==> config.mk <==
export PLATFORM = sky130hd
export DESIGN_NAME = rse_ctrl
export DESIGN_NICKNAME = d
export VERILOG_FILES = /design/src/sv/rse_pkg.sv /design/src/sv/rse_ctrl.sv
export SDC_FILE = /design/constraint.sdc
export NUM_CORES = 1
export LEC_CHECK = 0
export ABC_AREA = 1
export BUFFER_PORTS_ARGS = -buffer_cell sky130_fd_sc_hd__buf_4
export CELL_PAD_IN_SITES_DETAIL_PLACEMENT = 0
export CELL_PAD_IN_SITES_GLOBAL_PLACEMENT = 1
export CORE_ASPECT_RATIO = 0.9
export CORE_MARGIN = 2
export CORE_UTILIZATION = 42
export DETAILED_ROUTE_END_ITERATION = 7
export GPL_TIMING_DRIVEN = 0
export PLACE_DENSITY_LB_ADDON = 0.1
export SKIP_LAST_GASP = 1
export SLEW_MARGIN = 10
export SYNTH_ARGS = -nofsm -noshare
export SYNTH_HDL_FRONTEND = slang
export SYNTH_SLANG_ARGS = --single-unit
==> constraint.sdc <==
create_clock -name clk -period 4.5 [get_ports clk]
set_clock_uncertainty 0.2 [all_clocks]
set_input_delay 0.9 -clock clk [delete_from_list [all_inputs] [get_ports clk]]
set_output_delay 0.9 -clock clk [all_outputs]
set_load 0.02 [all_outputs]
==> src/sv/rse_pkg.sv <==
// ----------------------------------------------------------------------------
// rse_pkg: shared types and constants for the Reed-Solomon encoder
// Register map, datapath op codes and the controller/datapath structs.
// ----------------------------------------------------------------------------
package rse_pkg;

  localparam int SYMBOL_BITS_DEF = 8;
  localparam int MAX_PARITY_DEF  = 32;

  localparam int SYM_W    = 8;   // data and parity port width
  localparam int POLY_W   = 9;
  localparam int IDX_W    = 3;
  localparam int CNT_W    = 8;
  localparam int ROOT_W   = 7;   // holds up to 127 roots
  localparam int LEN_W    = 8;
  localparam int EXP_W    = 8;   // exponent register width

  localparam logic [IDX_W-1:0] REG_FIELD_POLY = 3'd0;
  localparam logic [IDX_W-1:0] REG_FIRST_ROOT = 3'd1;
  localparam logic [IDX_W-1:0] REG_ROOT_STEP  = 3'd2;
  localparam logic [IDX_W-1:0] REG_PARITY_CNT = 3'd3;
  localparam logic [IDX_W-1:0] REG_PAD_CNT    = 3'd4;

  typedef enum logic [2:0] {
    OP_NONE,
    OP_INIT,
    OP_POW,
    OP_POW_MID,
    OP_GEN_SET,
    OP_GEN,
    OP_ABSORB,
    OP_SHIFT
  } dp_op_t;

  typedef struct packed {
    dp_op_t op;
  } dp_cmd_t;

  typedef struct packed {
    logic              cfg_hit;
    logic [ROOT_W-1:0] eff_roots;
    logic [LEN_W-1:0]  eff_len;
  } dp_status_t;

endpackage

==> src/sv/rse_ctrl.sv <==
// ----------------------------------------------------------------------------
// rse_ctrl: sequencer of the Reed-Solomon encoder
// Steps the table-free setup, then counts data beats and parity beats.
// ----------------------------------------------------------------------------
module rse_ctrl
  import rse_pkg::*;
(
  input  logic       clk,
  input  logic       rst,
  input  logic       sym_valid,
  output logic       sym_ready,
  output logic       par_valid,
  input  logic       par_ready,
  output logic       par_last,
  input  dp_status_t status,
  output dp_cmd_t    cmd
);

  typedef enum logic [2:0] {
    S_INIT,
    S_POW_STEP,
    S_POW_MID,
    S_POW_ROOT,
    S_GEN_SET,
    S_GEN,
    S_RUN,
    S_EMIT
  } state_t;

  state_t           state;
  logic [CNT_W-1:0] cnt;
  logic [CNT_W-1:0] sym_cnt;
  logic [CNT_W-1:0] roots_m1;
  logic [CNT_W-1:0] len_m1;

  assign roots_m1  = CNT_W'(status.eff_roots) - CNT_W'(1);
  assign len_m1    = CNT_W'(status.eff_len) - CNT_W'(1);
  assign sym_ready = (state == S_RUN);
  assign par_valid = (state == S_EMIT);
  assign par_last  = (cnt == roots_m1);

  always_comb begin
    cmd.op = OP_NONE;
    unique case (state) inside
      S_INIT:                 cmd.op = OP_INIT;
      S_POW_STEP, S_POW_ROOT: cmd.op = OP_POW;
      S_POW_MID:              cmd.op = OP_POW_MID;
      S_GEN_SET:              cmd.op = OP_GEN_SET;
      S_GEN:                  cmd.op = OP_GEN;
      S_RUN:                  if (sym_valid) cmd.op = OP_ABSORB;
      S_EMIT:                 if (par_ready) cmd.op = OP_SHIFT;
      default:                cmd.op = OP_NONE;
    endcase
  end

  always_ff @(posedge clk) begin
    if (rst) begin
      state   <= S_INIT;
      cnt     <= '0;
      sym_cnt <= '0;
    end else if (status.cfg_hit) begin
      state <= S_INIT;
    end else begin
      unique case (state) inside
        S_INIT: begin
          cnt     <= '0;
          sym_cnt <= '0;
          state   <= S_POW_STEP;
        end
        S_POW_STEP, S_POW_ROOT: begin
          if (cnt == CNT_W'(EXP_W - 1)) begin
            cnt   <= '0;
            state <= (state == S_POW_STEP) ? S_POW_MID : S_GEN_SET;
          end else begin
            cnt <= cnt + CNT_W'(1);
          end
        end
        S_POW_MID: state <= S_POW_ROOT;
        S_GEN_SET: begin
          cnt   <= '0;
          state <= S_GEN;
        end
        S_GEN: begin
          if (cnt == roots_m1) begin
            cnt   <= '0;
            state <= S_RUN;
          end else begin
            cnt <= cnt + CNT_W'(1);
          end
        end
        S_RUN: begin
          if (sym_valid) begin
            if (sym_cnt == len_m1) begin
              sym_cnt <= '0;
              cnt     <= '0;
              state   <= S_EMIT;
            end else begin
              sym_cnt <= sym_cnt + CNT_W'(1);
            end
          end
        end
        S_EMIT: begin
          if (par_ready) begin
            if (par_last) begin
              cnt   <= '0;
              state <= S_RUN;
            end else begin
              cnt <= cnt + CNT_W'(1);
            end
          end
        end
        default: state <= S_INIT;
      endcase
    end
  end

endmodule

==> results by group <==
Outcome
  • Status: complete, no violations

Floorplanning
  • Die area: 4980 um^2
  • Die Span X: between 70 and 80 um
  • Site Rows: 22
  • Num ports: 26
  • DIE HEIGHT: 67.1 um
  • Initial Util: between 40 and 50%
  • Core area: a little over 4000 um^2

Layout
  • Fill cells: around 450
  • Footprint of the multi-input gates: roughly 1300 um^2
  • Diode count: 0
  • Fin nets: roughly 370
  • P&R area growth vs syn: 16.7%
  • Reg area: between 300 and 400 um^2
  • Share of cells above drive strength 1: between 10% and 20%

Power and ir drop
  • Clock share of power: between 20% and 30%
  • Pwr Density: approximately 200 nW/um^2
  • Psw: 147 uW
  • Leak: 0.00109 uW
  • Maximum VDD drop: between 0.1 and 0.15 mV
  • Sw frac: 33.4%
  • Gate power share: 29.9%
  • Flop pwr share: a little over two fifths
  • P_int: between 200 and 300 uW

Route
  • Vias: 1901
  • Highest Signal Layer: met4
  • 1st-iter DRT viols: 45
  • WL/cell: 10.1 um
  • DR DRC count: 0
  • Met1 wire length: between 2000 and 2500 um
  • Metal2 WL: 1600 um
  • WL final: slightly above 4000 um
  • First drt pass iteration count: 4
  • Detail Route Antenna Nets: 0
  • Met3 WL: 148 um
  • Vias per cell: between 4 and 5

Worst setup path
  • Worst Path Required: approximately 3.4 ns
  • Worst reg2reg startpoint: cnt[1]
  • Crit start category: input port
  • Endpoint type of the worst setup path: primary output
  • Slowest stage delay, CP: approximately 0.27 ns
  • Origin of the worst setup path: status[8]
  • CP top delay family: simple AND/OR/NAND/NOR gates
  • Cells along the critical path: buf_4, inv_1, ha_1, nand2_1, nor2_1, nand2_1, nand3_1, nand2_1, nor2_1, nand2_2, inv_1, buf_4
  • Most used cell, CP: nand2_1
  • Crit-path slowest cell: ha_1
  • FF-to-FF End: state[1]
  • Path depth of the worst reg2reg path: 10
  • Worst Path Max Fanout: 7
  • R2r setup slk: about 2.5 ns
  • CP Class: input port to primary output
  • CP Data Arrival Time: approximately 2.3 ns
  • WP buf/inv: 4

Global route
  • Initial antenna violation count: 0
  • All-Layer GR Usage: a little under a fifth
  • Largest net degree at the start of global routing: 13
  • Vias in the first global route: 1717
  • First-pass GRT wire length: between 7000 and 8000 um
  • Grt ovf: 0

Clock network
  • CTS tree: yes
  • Clock tree sinks: 19
  • Worst skew pair latency: 0.26 ns
  • Total CTS buffers: 3
  • Worst-path clk slew: around 0.080 ns
  • Clock buffer depth: 2
  • CTS Root Cell: clkbuf_8
  • Postcts setup bufs: 0
  • Post-CTS Hold Buffers: 0
  • H-tree depth: 1
  • Post_cts resized: 0

Timing
  • Slew margin rel.: between 70% and 80%
  • Hold Vio Cnt, Final: 0
  • RSZ-0062 raised after global routing: false
  • Final Cycle Share: between 70% and 80%
  • Achievable Freq: between 200 and 300 MHz
  • PnR worst setup slack: 1.09 ns
  • Final setup violation count: 0
  • Tightest Pin Transition: between 0.3 and 0.4 ns
  • Hold Slack: between 0.3 and 0.4 ns
  • Fin Setup TNS: 0 ns
  • Tmin final: about 3.4 ns
  • Slew Viols, Final: 0

Hold path
  • WHS Endpoint: sym_cnt[0]
  • Hold path start: sym_cnt[0]
  • Hold depth: 2
  • Tightest Hold Check Type: flip-flop to flip-flop

Placed design
  • # port buffers: 25
  • Global placement routability congestion: between 0.7 and 0.8
  • Post-DP HPWL: around 3400 um
  • Pre-CTS WS: between 1 and 1.5 ns

Synthesis
  • Post-Syn Area: ~1900 um^2
  • Top cell type's share of synthesized area: between 20% and 30%
  • Async set-reset flop share out of synthesis: 0%
  • YS warnings: 0
  • Top cells by area, synth: dfxtp_1, nand2_1, inv_1
  • Post-synthesis sequential area ratio: around a fifth
  • Yosys cell types: 33
  • Primary FF master, synth: dfxtp_1
  • Leading area contributor after synthesis: dfxtp_1
  • Cell count after synthesis: between 300 and 400
  • Mean Syn Cell Area: roughly 5.8 um^2
  • EDFF count, synth: 0
  • Synthesized Nets: between 300 and 400
  • Synthesis-stage register bit count: 19

Flow run
  • # Max-Cap Violations: 0
[flip-flops by register name, indices dropped and copies added, names as in the netlist]
name and flops:
state 3, cnt 8, sym_cnt 8
[layout by cell type (no fill, tap or decap), drive strengths merged, types with 2 or more instances in the layout]
cell type,n
a21oi,8
dfxtp,19
nand3b,2
or2,2
nor3b,2
inv,51
xnor2,4
nor3,10
ha,4
o21ai,11
buf,28
clkbuf,3
nand2,103
nand4,7
nand3,25
xor2,11
nor2,53
[power by group through the flow]
| stage | logic (uW) | registers (uW) | clock network (uW) |
|---|---|---|---|
| 4_1_cts | 132 | 185 | 127 |
| 3_3_place_gp | 131 | 189 | 0 |
| 2_1_floorplan | 93.4 | 186 | 0 |
| 5_1_grt | 152 | 186 | 134 |
| 6_report | 131 | 185 | 123 |
| 3_5_place_dp | 131 | 189 | 0 |
[routing by layer]
metal | up-vias | global-route usage, %
met3 | 4 | 1.94
met2 | 35 | 28.6
met5 | - | 0
met1 | 802 | 27.4
met4 | 0 | 5.91
li1 | 1060 | -
[worst max-delay path by stage]
stage	to	slack, ns	cells after the start
after floorplan	par_last	1.46	10
after global placement	par_last	1.08	12
after detailed placement	par_last	1.09	12
after CTS	par_last	1.08	12
after global routing	par_last	0.85	12
final	par_last	1.09	12
[synthesized netlist by cell type (2+ instances only)]
cell	count
nand2_1	95
inv_1	45
nor2_1	45
nand3_1	23
dfxtp_1	19
xor2_1	11
nor3_1	8
o21ai_0	8
a21oi_1	7
nand4_1	7
nand2_2	6
nor2_2	6
inv_2	5
ha_1	4
xnor2_1	4
o21ai_1	3
buf_6	2
nand2_4	2
nand3b_1	2
nor2_4	2
nor3_2	2
nor3b_1	2
[layout make-up]
cell class              count  share of cell area [%]
clock inverters             1                   0.346
repair buffers             25                    8.64
inverters                  51                    8.93
clock buffers               3                    1.90
multi-input cells         246                    57.9
plain buffers               3                    1.27
flip-flops and latches     19                    17.5
well taps                  60                    3.46
[metrics by stage]
| stage | utilization (%) | total power, uW | instances | instance area (um^2) |
|---|---|---|---|---|
| global placement | 51.1 | 319 | 404 | 2120 |
| global route | 52.3 | 473 | 408 | 2170 |
| floorplan | - | 279 | 319 | 1860 |
| CTS | 52.3 | 444 | 408 | 2170 |
| detailed placement | 51.1 | 320 | 404 | 2120 |
| finish | 52.3 | 439 | 408 | 2170 |
[kinds of logic after synthesis]
family | Yosys count | synth area share, %
simple gates | 204 | 50.2
buf+inv | 54 | 11.9
compound gates | 23 | 7.67
flops | 19 | 20.4
xor+xnor | 15 | 7.06
fa+ha+maj | 4 | 2.69
[tightest hold or removal path: cells and delay by family, from the launching register on]
family	cells	cell delay [ns]
flip-flops	1	0.35
AND/OR/NAND/NOR	1	0.07
AO/OA/AOI/OAI	1	0.05
Note: power is estimated with default switching activity, not from simulation.
